--- src/hw/rtl/assert_macros.svh ---
// ---------------------------------------------------------------------------
// assert_macros.svh
// Shared concurrent assertion macros, clocked on clk, disabled in reset.
// ---------------------------------------------------------------------------
`ifndef ASSERT_MACROS_SVH
`define ASSERT_MACROS_SVH

// property checked at every rising edge of clk outside reset
`define ASSERT_CLK(label, prop, msg) \
	label: assert property (@(posedge clk) disable iff (!arst_n) (prop)) else $error(msg);

// implication checked at every rising edge of clk outside reset
`define ASSERT_IMPLY(label, pre, post, msg) \
	label: assert property (@(posedge clk) disable iff (!arst_n) (pre) |-> (post)) \
		else $error(msg);

`endif

--- src/hw/rtl/dlt_pkg.sv ---
// ---------------------------------------------------------------------------
// dlt_pkg
// Types and constants shared by the frame builder modules.
// ---------------------------------------------------------------------------
package dlt_pkg;

	// frame framing characters and protocol constants
	localparam logic [7:0]  START_CHAR       = 8'h68;
	localparam logic [7:0]  END_CHAR         = 8'h16;
	localparam logic [15:0] FIXED_USER_BYTES = 16'd12;
	localparam logic [15:0] BCAST_BCD        = 16'h9999;
	localparam logic [1:0]  PROTO_RESET      = 2'd2;
	localparam int          MAX_PAYLOAD_DEF  = 1024;

	// port widths
	localparam int TDATA_W = 120;
	localparam int LEN_W   = 11;
	localparam int PROTO_W = 2;

	// byte positions inside a header run
	localparam int IDX_W        = 5;
	localparam logic [IDX_W-1:0] IDX_FIRST_SUM = 5'd6;
	localparam logic [IDX_W-1:0] IDX_LAST_HDR  = 5'd17;
	localparam logic [IDX_W-1:0] IDX_END_HDR   = 5'd19;
	// byte positions inside a data run
	localparam logic [IDX_W-1:0] IDX_DATA_SUM  = 5'd1;
	localparam logic [IDX_W-1:0] IDX_DATA_END  = 5'd2;

	typedef logic [IDX_W-1:0] idx_t;

	// one unpacked input request
	typedef struct packed {
		logic             is_header;
		logic [7:0]       control_byte;
		logic [15:0]      area_code_bcd;
		logic [15:0]      terminal_code_bcd;
		logic [6:0]       master_address;
		logic [7:0]       function_code;
		logic [7:0]       sequence_byte;
		logic [15:0]      point_id;
		logic [15:0]      item_id;
		logic [LEN_W-1:0] payload_length;
		logic [7:0]       payload_byte;
	} item_t;

	// one output byte with its markers
	typedef struct packed {
		logic [7:0] frame_byte;
		logic       run_last;
		logic       frame_last;
	} beat_t;

	// handoff from byte generator to output register
	typedef struct packed {
		logic  push;
		beat_t beat;
	} beat_req_t;

endpackage

--- src/hw/rtl/dlt_in_stage.sv ---
// ---------------------------------------------------------------------------
// dlt_in_stage
// Input register: unpacks the request and saturates the payload length.
// ---------------------------------------------------------------------------
module dlt_in_stage #(
	parameter int MAX_PAYLOAD = dlt_pkg::MAX_PAYLOAD_DEF,
	parameter int CNT_W       = $clog2(MAX_PAYLOAD + 1)
) (
	input  logic                          clk,
	input  logic                          arst_n,
	input  logic                          s_tvalid,
	output logic                          s_tready,
	input  logic [dlt_pkg::TDATA_W-1:0]   s_tdata,
	input  logic                          s_tuser,
	input  logic                          consume,
	output logic                          valid_s1,
	output dlt_pkg::item_t                item_s1,
	output logic [CNT_W-1:0]              len_sat_s1
);
	import dlt_pkg::*;

	item_t            item_d;
	logic [CNT_W-1:0] len_sat_d;
	logic             take;

	// field unpacking, lowest field first
	always_comb begin
		item_d.is_header         = s_tuser;
		item_d.control_byte      = s_tdata[7:0];
		item_d.area_code_bcd     = s_tdata[23:8];
		item_d.terminal_code_bcd = s_tdata[39:24];
		item_d.master_address    = s_tdata[46:40];
		item_d.function_code     = s_tdata[54:47];
		item_d.sequence_byte     = s_tdata[62:55];
		item_d.point_id          = s_tdata[78:63];
		item_d.item_id           = s_tdata[94:79];
		item_d.payload_length    = s_tdata[105:95];
		item_d.payload_byte      = s_tdata[113:106];
	end

	// clamp length to the largest payload
	always_comb begin
		if (32'(item_d.payload_length) > 32'(MAX_PAYLOAD)) begin
			len_sat_d = CNT_W'(MAX_PAYLOAD);
		end else begin
			len_sat_d = CNT_W'(item_d.payload_length);
		end
	end

	// stage is free when empty or its request finishes this cycle
	assign s_tready = !valid_s1 || consume;
	assign take     = s_tvalid && s_tready;

	always_ff @(posedge clk or negedge arst_n) begin
		if (!arst_n) begin
			valid_s1 <= 1'b0;
		end else if (s_tready) begin
			valid_s1 <= s_tvalid;
		end
	end

	always_ff @(posedge clk) begin
		if (take) begin
			item_s1    <= item_d;
			len_sat_s1 <= len_sat_d;
		end
	end

endmodule

--- src/hw/rtl/dlt_byte_gen.sv ---
// ---------------------------------------------------------------------------
// dlt_byte_gen
// Walks the byte positions of the staged request and keeps frame state.
// ---------------------------------------------------------------------------
`include "assert_macros.svh"

module dlt_byte_gen #(
	parameter int MAX_PAYLOAD = dlt_pkg::MAX_PAYLOAD_DEF,
	parameter int CNT_W       = $clog2(MAX_PAYLOAD + 1)
) (
	input  logic                          clk,
	input  logic                          arst_n,
	input  logic                          valid_s1,
	input  dlt_pkg::item_t                item_s1,
	input  logic [CNT_W-1:0]              len_sat_s1,
	input  logic [dlt_pkg::PROTO_W-1:0]   protocol_bits,
	input  logic                          space,
	output logic                          consume,
	output dlt_pkg::beat_req_t            req
);
	import dlt_pkg::*;

	idx_t             idx_q;
	logic             in_frame_q;
	logic [CNT_W-1:0] bytes_left_q;
	logic [7:0]       sum_q;

	logic             hdr;
	logic             drop;
	logic             closes;
	idx_t             last_idx;
	logic             run_last;
	logic             summed;
	logic             frame_last;
	logic [7:0]       byte_val;
	logic [7:0]       hdr_byte;
	logic [15:0]      len_field;
	logic [7:0]       a3;
	logic             emit;

	assign hdr  = item_s1.is_header;
	assign drop = !hdr && !in_frame_q;

	// length field and third address byte
	assign len_field = 16'((FIXED_USER_BYTES + 16'(len_sat_s1)) << 2)
		| 16'(protocol_bits);
	assign a3 = {item_s1.master_address,
		(item_s1.area_code_bcd == BCAST_BCD) && (item_s1.terminal_code_bcd == BCAST_BCD)};

	// run length: header closes at once when empty, data closes on its last byte
	always_comb begin
		if (hdr) begin
			closes   = (len_sat_s1 == '0);
			last_idx = closes ? IDX_END_HDR : IDX_LAST_HDR;
		end else begin
			closes   = (idx_q != '0) || (bytes_left_q <= CNT_W'(1));
			last_idx = closes ? IDX_DATA_END : '0;
		end
	end

	assign run_last = (idx_q == last_idx);

	// header byte select
	always_comb begin
		case (idx_q)
			5'd0:    hdr_byte = START_CHAR;
			5'd1:    hdr_byte = len_field[7:0];
			5'd2:    hdr_byte = len_field[15:8];
			5'd3:    hdr_byte = len_field[7:0];
			5'd4:    hdr_byte = len_field[15:8];
			5'd5:    hdr_byte = START_CHAR;
			5'd6:    hdr_byte = item_s1.control_byte;
			5'd7:    hdr_byte = item_s1.area_code_bcd[15:8];
			5'd8:    hdr_byte = item_s1.area_code_bcd[7:0];
			5'd9:    hdr_byte = item_s1.terminal_code_bcd[15:8];
			5'd10:   hdr_byte = item_s1.terminal_code_bcd[7:0];
			5'd11:   hdr_byte = a3;
			5'd12:   hdr_byte = item_s1.function_code;
			5'd13:   hdr_byte = item_s1.sequence_byte;
			5'd14:   hdr_byte = item_s1.point_id[7:0];
			5'd15:   hdr_byte = item_s1.point_id[15:8];
			5'd16:   hdr_byte = item_s1.item_id[7:0];
			5'd17:   hdr_byte = item_s1.item_id[15:8];
			5'd18:   hdr_byte = sum_q;
			default: hdr_byte = END_CHAR;
		endcase
	end

	// final byte, checksum coverage and frame end marker
	always_comb begin
		if (hdr) begin
			byte_val   = hdr_byte;
			summed     = (idx_q >= IDX_FIRST_SUM) && (idx_q <= IDX_LAST_HDR);
			frame_last = (idx_q == IDX_END_HDR);
		end else begin
			if (idx_q == '0) begin
				byte_val = item_s1.payload_byte;
			end else if (idx_q == IDX_DATA_SUM) begin
				byte_val = sum_q;
			end else begin
				byte_val = END_CHAR;
			end
			summed     = (idx_q == '0);
			frame_last = (idx_q == IDX_DATA_END);
		end
	end

	assign emit    = valid_s1 && !drop && space;
	assign consume = valid_s1 && (drop || (space && run_last));

	assign req.push            = emit;
	assign req.beat.frame_byte = byte_val;
	assign req.beat.run_last   = run_last;
	assign req.beat.frame_last = frame_last;

	// position counter and frame state, advanced once per byte sent
	always_ff @(posedge clk or negedge arst_n) begin
		if (!arst_n) begin
			idx_q        <= '0;
			in_frame_q   <= 1'b0;
			bytes_left_q <= '0;
			sum_q        <= '0;
		end else if (emit) begin
			idx_q <= run_last ? '0 : idx_q + idx_t'(1);
			if (hdr && idx_q == '0) begin
				sum_q <= '0;
			end else if (summed) begin
				sum_q <= sum_q + byte_val;
			end
			if (frame_last) begin
				in_frame_q   <= 1'b0;
				bytes_left_q <= '0;
			end else if (idx_q == '0) begin
				if (hdr) begin
					in_frame_q   <= 1'b1;
					bytes_left_q <= len_sat_s1;
				end else begin
					bytes_left_q <= bytes_left_q - CNT_W'(1);
				end
			end
		end
	end

	`ASSERT_IMPLY(a_end_is_run_last, emit && frame_last, run_last,
		"closing byte must end its run")
	`ASSERT_CLK(a_idx_range, idx_q <= IDX_END_HDR, "byte position out of range")
	`ASSERT_IMPLY(a_open_has_bytes, in_frame_q && idx_q == '0, bytes_left_q != '0,
		"open frame with no payload left between runs")
	`ASSERT_IMPLY(a_drop_at_start, valid_s1 && drop, idx_q == '0,
		"stray data byte dropped in the middle of a run")

endmodule

--- src/hw/rtl/dlt_out_reg.sv ---
// ---------------------------------------------------------------------------
// dlt_out_reg
// Output register for the master-side byte stream.
// ---------------------------------------------------------------------------
module dlt_out_reg (
	input  logic                clk,
	input  logic                arst_n,
	input  dlt_pkg::beat_req_t  req,
	output logic                space,
	output logic                m_tvalid,
	input  logic                m_tready,
	output logic [7:0]          m_tdata,
	output logic                m_tlast,
	output logic                m_tuser
);
	import dlt_pkg::*;

	beat_t beat_q;

	// register can load when empty or being drained
	assign space = !m_tvalid || m_tready;

	always_ff @(posedge clk or negedge arst_n) begin
		if (!arst_n) begin
			m_tvalid <= 1'b0;
		end else if (space) begin
			m_tvalid <= req.push;
		end
	end

	always_ff @(posedge clk) begin
		if (space && req.push) begin
			beat_q <= req.beat;
		end
	end

	assign m_tdata = beat_q.frame_byte;
	assign m_tlast = beat_q.frame_last;
	assign m_tuser = beat_q.run_last;

endmodule

--- src/hw/rtl/dlt3761_frame_builder_core.sv ---
// ---------------------------------------------------------------------------
// dlt3761_frame_builder_core
// Builds DL/T 376.1 style frames as a byte stream from header and data requests.
// ---------------------------------------------------------------------------
// channel  | dir | tdata                         | tuser      | tlast
// s_*      | in  | header fields and payload_byte| is_header  | -
// m_*      | out | frame_byte                    | run_last   | frame_last
// cfg_*    | in  | protocol_bits (write only)    | -          | -
//
// A data request gives one byte per cycle, three when it closes the frame, none outside a frame.
// A header request gives 18 bytes, 20 with an empty payload, one per cycle.
// Throughput is set by the output register: one byte leaves per cycle unless m_tready is low.
// s_tready rises in the cycle the staged request sends its last byte, so data
// requests follow back to back; a header or a closing data request holds the
// input until its last byte is sent. m_tready low stalls both stages.
// A staged request's bytes pass through the output register. Reset is asynchronous.
// ---------------------------------------------------------------------------
module dlt3761_frame_builder_core #(
	parameter int MAX_PAYLOAD = dlt_pkg::MAX_PAYLOAD_DEF
) (
	input  logic                         clk,
	input  logic                         arst_n,
	// slave side
	input  logic                         s_tvalid,
	output logic                         s_tready,
	// control_byte, area_code_bcd, terminal_code_bcd, master_address,
	// function_code, sequence_byte, point_id, item_id, payload_length,
	// payload_byte, zero fill
	input  logic [dlt_pkg::TDATA_W-1:0]  s_tdata,
	input  logic                         s_tuser,   // is_header
	// master side
	output logic                         m_tvalid,
	input  logic                         m_tready,
	output logic [7:0]                   m_tdata,   // frame_byte
	output logic                         m_tuser,   // run_last
	output logic                         m_tlast,   // frame_last
	// configuration
	input  logic                         cfg_we,
	input  logic [dlt_pkg::PROTO_W-1:0]  cfg_wdata
);
	import dlt_pkg::*;

	localparam int CNT_W = $clog2(MAX_PAYLOAD + 1);

	logic [PROTO_W-1:0] proto_q;
	logic               valid_s1;
	item_t              item_s1;
	logic [CNT_W-1:0]   len_sat_s1;
	logic               consume;
	logic               space;
	beat_req_t          req;

	// protocol bits register
	always_ff @(posedge clk or negedge arst_n) begin
		if (!arst_n) begin
			proto_q <= PROTO_RESET;
		end else if (cfg_we) begin
			proto_q <= cfg_wdata;
		end
	end

	dlt_in_stage #(
		.MAX_PAYLOAD (MAX_PAYLOAD),
		.CNT_W       (CNT_W)
	) u_in_stage (
		.clk        (clk),
		.arst_n     (arst_n),
		.s_tvalid   (s_tvalid),
		.s_tready   (s_tready),
		.s_tdata    (s_tdata),
		.s_tuser    (s_tuser),
		.consume    (consume),
		.valid_s1   (valid_s1),
		.item_s1    (item_s1),
		.len_sat_s1 (len_sat_s1)
	);

	dlt_byte_gen #(
		.MAX_PAYLOAD (MAX_PAYLOAD),
		.CNT_W       (CNT_W)
	) u_byte_gen (
		.clk           (clk),
		.arst_n        (arst_n),
		.valid_s1      (valid_s1),
		.item_s1       (item_s1),
		.len_sat_s1    (len_sat_s1),
		.protocol_bits (proto_q),
		.space         (space),
		.consume       (consume),
		.req           (req)
	);

	dlt_out_reg u_out_reg (
		.clk      (clk),
		.arst_n   (arst_n),
		.req      (req),
		.space    (space),
		.m_tvalid (m_tvalid),
		.m_tready (m_tready),
		.m_tdata  (m_tdata),
		.m_tlast  (m_tlast),
		.m_tuser  (m_tuser)
	);

endmodule
--- config.mk ---
export PLATFORM = sky130hd
export DESIGN_NAME = dlt3761_frame_builder_core
export DESIGN_NICKNAME = d
export VERILOG_FILES = /design/src/hw/rtl/dlt_pkg.sv /design/src/hw/rtl/dlt_in_stage.sv /design/src/hw/rtl/dlt_byte_gen.sv /design/src/hw/rtl/dlt_out_reg.sv /design/src/hw/rtl/dlt3761_frame_builder_core.sv
export VERILOG_INCLUDE_DIRS = /design/src /design/src/hw/rtl
export SDC_FILE = /design/constraint.sdc
export NUM_CORES = 1
export LEC_CHECK = 0
export ABC_CLOCK_PERIOD_IN_PS = 5450
export BUFFER_PORTS_ARGS = -buffer_cell sky130_fd_sc_hd__buf_2
export CORE_ASPECT_RATIO = 0.7
export CORE_MARGIN = 5
export CORE_UTILIZATION = 35
export CTS_BUF_LIST = sky130_fd_sc_hd__clkbuf_8
export DETAILED_ROUTE_END_ITERATION = 8
export GPL_TIMING_DRIVEN = 0
export PLACE_DENSITY = 0.62
export RECOVER_POWER = 50
export SLEW_MARGIN = 20
export SYNTH_ARGS = -nofsm -noshare
export SYNTH_HDL_FRONTEND = slang
export SYNTH_SLANG_ARGS = --single-unit
--- constraint.sdc ---
create_clock -name clk -period 5.45 [get_ports clk]
set_input_delay 0.545 -clock clk [delete_from_list [all_inputs] [get_ports clk]]
set_output_delay 0.545 -clock clk [all_outputs]
set_load 0.005 [all_outputs]
=== Yosys cells after proc, flatten, opt, wreduce, memory -nomap -nowiden ===
Index checks and enable logic that the tools add are counted.

* Flip-flop bits (word level): 154
* Input bits: 128
* Output and inout bits: 12
* Word-level logic and storage cells: 101

* Add/subtract/negate cells: 4
* Magnitude comparators: 4
* Equality and inequality tests: 22
* Muxes and demuxes: 18
* Bitwise operators: 1
* Reduce and logical (&&, ||, !) cells: 31

{| class="wikitable"
|+ Operators by type and width
! operator !! number
|-
| $pmux 8 s16 || 1
|-
| $eq 5x4->1 const B || 8
|-
| $mux 8 || 5
|-
| $mux 11 || 3
|-
| $eq 16x16->1 const B || 2
|-
| $eq 5x3->1 const B || 4
|-
| $eq 5x5->1 const B || 4
|-
| $or 16x2->16 || 1
|-
| $add 4x11->12 const A || 1
|-
| $gt 11x11->1 const B || 1
|-
| $le 11x1->1 const B || 1
|-
| $logic_not 11->1 || 1
|-
| $sub 11x1->11 const B || 1
|-
| $eq 5x2->1 const B || 2
|-
| $logic_and 1x1->1 || 10
|-
| $mux 5 || 2
|-
| $add 8x8->8 || 1
|-
| $reduce_bool 2->1 || 3
|-
| $reduce_or 2->1 || 3
|-
| $add 5x1->5 const B || 1
|-
| $eq 5x1->1 const B || 1
|-
| $eq 5x5->1 || 1
|-
| $ge 5x3->1 const B || 1
|-
| $le 5x5->1 const B || 1
|-
| 8 further kinds || 21
|}

=== Longest topological paths before layout ===
* Depth in word-level cells: 10
* Gate-level depth with buffers: 19
* Mapped depth without buffers: 17

=== Cells and area by module ===
A second synthesis with hierarchy kept.

* Cells, all modules: 600
* Area, all modules: 7,724.9 um^2

{| class="wikitable"
|+ By module, submodules not included
! module !! instances !! cells each !! area an instance (um^2) !! sequential area each (um^2)
|-
| dlt_in_stage || 1 || 142 || 3,940.0 || 3,808.7
|-
| dlt_byte_gen || 1 || 440 || 3,357.0 || 625.6
|-
| dlt_out_reg || 1 || 14 || 354.1 || 325.3
|-
| dlt3761_frame_builder_core || 1 || 4 || 73.8 || 51.3
|}

=== Least setup slack after synthesis ===
No wires, ideal clock.

* Path kind: flip-flop to flip-flop
* From: reg u_in_stage.len_sat_s1[2]
* To: reg, netlist name u_in_stage.item_s1[0]
* Setup time: 0.485 ns
* Arrival time: 4.649 ns
* Data required time: 4.965 ns
* Slack: 0.317 ns
* Cell stages (with the launch flop): 9
* Buffers on the path: 0
* Clock period less this slack: 5.133 ns
* Cells stage by stage: edfxtp_1 -> inv_1 -> ha_1 -> or4bb_1 -> o32ai_1 -> a31oi_1 -> xnor2_1 -> a211oi_4 -> a31o_1

{| class="wikitable"
|+ RTL lines
! element !! line !! source
|-
| from (decl) || dlt_in_stage.sv:18 || <nowiki>output logic [CNT_W-1:0] len_sat_s1</nowiki>
|-
| from (signal assigned) || dlt_in_stage.sv:65 || <nowiki>len_sat_s1 <= len_sat_d;</nowiki>
|}

==> results.py <==
metrics = {
    "outcome": {
        "status": "complete, but fails checks",
        "violations": "max-capacitance violations, max-slew violations",
    },
    "global_route": {
        "overflow": 0,
        "antenna_found_initial": 0,
        "grt_pass1_wl_um": 32200,
        "grt_usage": 0.182,
        "grt_max_degree": 56,
        "grt_pass1_vias": 5380,
    },
    "logic_synthesis": {
        "synth-xor-area-share": 0.0229,
        "yosysSeqAreaShare": 0.617,
        "postSynthCellCount": 580,
        "synth_top_family_by_area": "compound AO/OA/AOI/OAI gates",
        "synthAdderAreaFrac": 0.0286,
        "yosys.area_share.simple": 0.137,
        "synth_area_sq_um": 7260,
        "synthFlopType": "edfxtp_1",
        "muxShareOfSynthArea": 0.0214,
        "synth_edf_count": 125,
        "yosysWarnings": 0,
        "synth_compound_area_frac": 0.148,
        "synth.net_count": 724,
        "ys_types": 70,
        "ys_ff_latch": 154,
        "async_flop_share": 0.188,
        "syn_area_per_cell_sq_um": 12.5,
    },
    "finish": {
        "antenna_cells": 0,
        "syn_to_final_growth_pct": 20.6,
        "final_area_sq_um": 8760,
        "nets": 877,
        "n_fill_cell": 1965,
        "drive_above_1_share": 0.236,
    },
    "timing": {
        "rsz0062_at_grt": "no",
        "hold_violations": 0,
        "slew_headroom": -0.165,
        "tightest_slew_ns": 1.75,
        "min_period_over_period": 0.955,
        "hold-worst-slack_ns": 0.232,
        "slew_viol_final": 30,
        "fin_skew_ns": 0.0189,
        "fmaxAchievable_mhz": 192,
        "setup_viol": 0,
        "min_period_ns": 5.20,
        "setup_tns_ns": 0,
        "worst_slack_ns": 0.248,
    },
    "route": {
        "num_vias": 5602,
        "totalWireLength_um": 21600,
        "vias_per_cell": 5.48,
        "dr.pass1.iters": 5,
        "drt_iter0_drc": 630,
        "antenna_left": 0,
        "drc": 0,
        "wl_per_cell_um": 21.2,
    },
    "clocking": {
        "cts-root-buf": "clkbuf_8",
        "cts_tree": "done",
        "clk_pin_slew_ns": 0.11,
        "insertion_delay_ns": 0.48,
        "clockBufferDepth": 2,
        "clock_sinks": 154,
        "h-tree-depth": 4,
        "cts_made_buffers": 17,
    },
    "worst_setup_path": {
        "r2r-start": "u_byte_gen.idx_q[4]$_DFFE_PN0P_",
        "worst_setup_path_end_kind": "flop",
        "start_kind": "flop",
        "startpoint": "u_byte_gen.idx_q[4]$_DFFE_PN0P_",
        "crit_fanout": 10,
        "r2r_cells": 16,
        "endpoint": "u_byte_gen.sum_q[6]$_DFFE_PN0P_",
        "arrival_ns": 5.57,
        "critical_path_class": "reg2reg",
        "worstPathRequired_ns": 5.81,
        "timing.rr.end": "u_byte_gen.sum_q[6]$_DFFE_PN0P_",
        "reg2reg_slack_ns": 0.25,
    },
    "placement": {
        "port_buffers": 132,
        "dp_slack_ns": 0.338,
        "hpwl_um": 16100,
        "place_area_sq_um": 8330,
        "gp_congestion": 0.965,
    },
    "run": {
        "cap_violations": 1,
    },
    "power_and_ir_drop": {
        "p_per_area_nw_per_um2": 559,
        "leakage_nw": 3.24,
        "ir_drop_mv": 0.174,
        "total_power_mw": 4.90,
    },
    "floorplanning": {
        "die_area_sq_um": 23800,
        "start_util": 0.353,
        "ios": 140,
        "die_w_um": 182,
        "die_height_um": 131,
        "rows": 44,
        "coreArea_sq_um": 20600,
    },
    "worst_hold_path": {
        "hold_path_class": "in2reg",
    },
}
sequential cells by signal, indices dropped and copies added (netlist names), 2 cells and up:
| name | flops |
|---|---|
| u_out_reg.m_tdata | 8 |
| u_in_stage.len_sat_s1 | 11 |
| u_in_stage.item_s1 | 104 |
| proto_q | 2 |
| u_byte_gen.bytes_left_q | 11 |
| u_byte_gen.idx_q | 5 |
| u_byte_gen.sum_q | 8 |
synth_stat cells (11+ instances only):
cell        n  area (sq um)
edfxtp_1  125          3750
xnor2_1    12           105
nor3_1     13          65.1
o22ai_1    11          68.8
nand2_1    50           188
dfrtp_1    28           701
mux2_2     12           135
a22oi_1    20           150
nor2_1     29           109
o21ai_0    33           165
clkbuf_1   18          67.6
nor2b_1    18           113
inv_1      17          63.8
a21oi_1    16          80.1
nand3_1    17          85.1
ha_1       15           188
layout by cell type (no fill, tap or decap), drive strengths merged, types with 3 or more instances in the layout:
master / netlist / routed
a21oi: 16 / 16
a221oi: 9 / 9
a22o: 8 / 8
a22oi: 20 / 20
a31oi: 4 / 4
a32oi: 9 / 9
and2: 3 / 3
and3: 3 / 3
and4b: 3 / 3
buf: 11 / 122
clkbuf: 18 / 58
clkinv: 0 / 6
dfrtp: 28 / 28
edfxtp: 125 / 125
ha: 15 / 15
inv: 17 / 25
mux2: 12 / 12
nand2: 50 / 50
nand2b: 4 / 4
nand3: 17 / 17
nand3b: 3 / 3
nand4: 7 / 7
nor2: 30 / 30
nor2b: 18 / 18
nor3: 14 / 14
nor4: 3 / 3
nor4b: 3 / 3
nor4bb: 9 / 9
o21a: 3 / 3
o21ai: 34 / 34
o22ai: 11 / 11
o2bb2ai: 4 / 4
o31ai: 3 / 3
o41ai: 3 / 3
or3: 5 / 5
or4: 3 / 3
xnor2: 12 / 12
xor2: 7 / 7
cells by family after synthesis:
family                     after synthesis
and+or+nand+nor                        181
DFF                                    154
AOI/OAI and AO/OA                      150
buffers and inverters                   46
xor gates and xnor gates                19
adders and majority gates               16
muxes                                   14
power by group:
part	switching [mW]	leakage [nW]	internal [mW]
registers	0.230	1.53	1.70
clock network	0.542	0.223	0.405
logic	1.27	1.49	0.752
metal layers:
| metal | up-vias | wire (um) | GRT usage |
|---|---|---|---|
| met5 | - | 0 | 0 |
| met4 | 0 | 377 | 0.0587 |
| met3 | 37 | 1970 | 0.0542 |
| met2 | 274 | 8680 | 0.252 |
| met1 | 2723 | 10600 | 0.272 |
| li1 | 2568 | - | - |
critical path, cell delays in order (launching register included):
cell       delay (ns)
dfrtp_1          0.40
buf_2            0.27
buf_2            0.27
buf_2            0.27
inv_1            0.14
ha_1             0.21
clkbuf_1         0.28
or4_1            0.59
o21ai_1          0.54
a2bb2oi_1        0.48
ha_1             0.37
nor2b_1          0.15
o21ai_0          0.23
a21boi_0         0.16
o21a_1           0.20
or3_1            0.30
a41o_1           0.24
how the worst min path moves through the flow:
stage	start	end	slack, ns	depth (start not counted)
after floorplan	arst_n	proto_q[0]$_DFFE_PN0P_	0.25	0
after global placement	proto_q[0]$_DFFE_PN0P_	proto_q[0]$_DFFE_PN0P_	0.50	1
after detailed placement	proto_q[0]$_DFFE_PN0P_	proto_q[0]$_DFFE_PN0P_	0.50	1
after CTS	arst_n	u_byte_gen.sum_q[2]$_DFFE_PN0P_	0.1	1
after global routing	s_tdata[85]	u_in_stage.item_s1[25]$_DFFE_PP_	0.20	1
final	s_tdata[85]	u_in_stage.item_s1[25]$_DFFE_PP_	0.23	1
what timing repair did:
| item | in CTS | in global routing |
|---|---|---|
| endpoints found under the setup margin | 0 | 1 |
| buffers inserted | 0 | 0 |
| resized for setup | 0 | 1 |
| hold buffers | 0 | 0 |
| hold endpoints to repair | 0 | 0 |
stage by stage:
stage	utilization	cells
2_1_floorplan	-	580
3_3_place_gp	0.401	988
3_5_place_dp	0.405	990
4_1_cts	0.426	1022
5_1_grt	0.425	1022
6_report	0.425	1022
final cells by class:
cell class	instances	area [sq um]	area share
clock buffer	17	234	0.0267
multi-input combinational	380	2610	0.298
timing repair buffer	134	688	0.0786
clock inverter	15	215	0.0246
buffer	29	120	0.0137
sequential	154	4480	0.511
tap	276	345	0.0394
inverter	17	63.8	0.00728
Note: power is estimated with default switching activity, not from simulation.
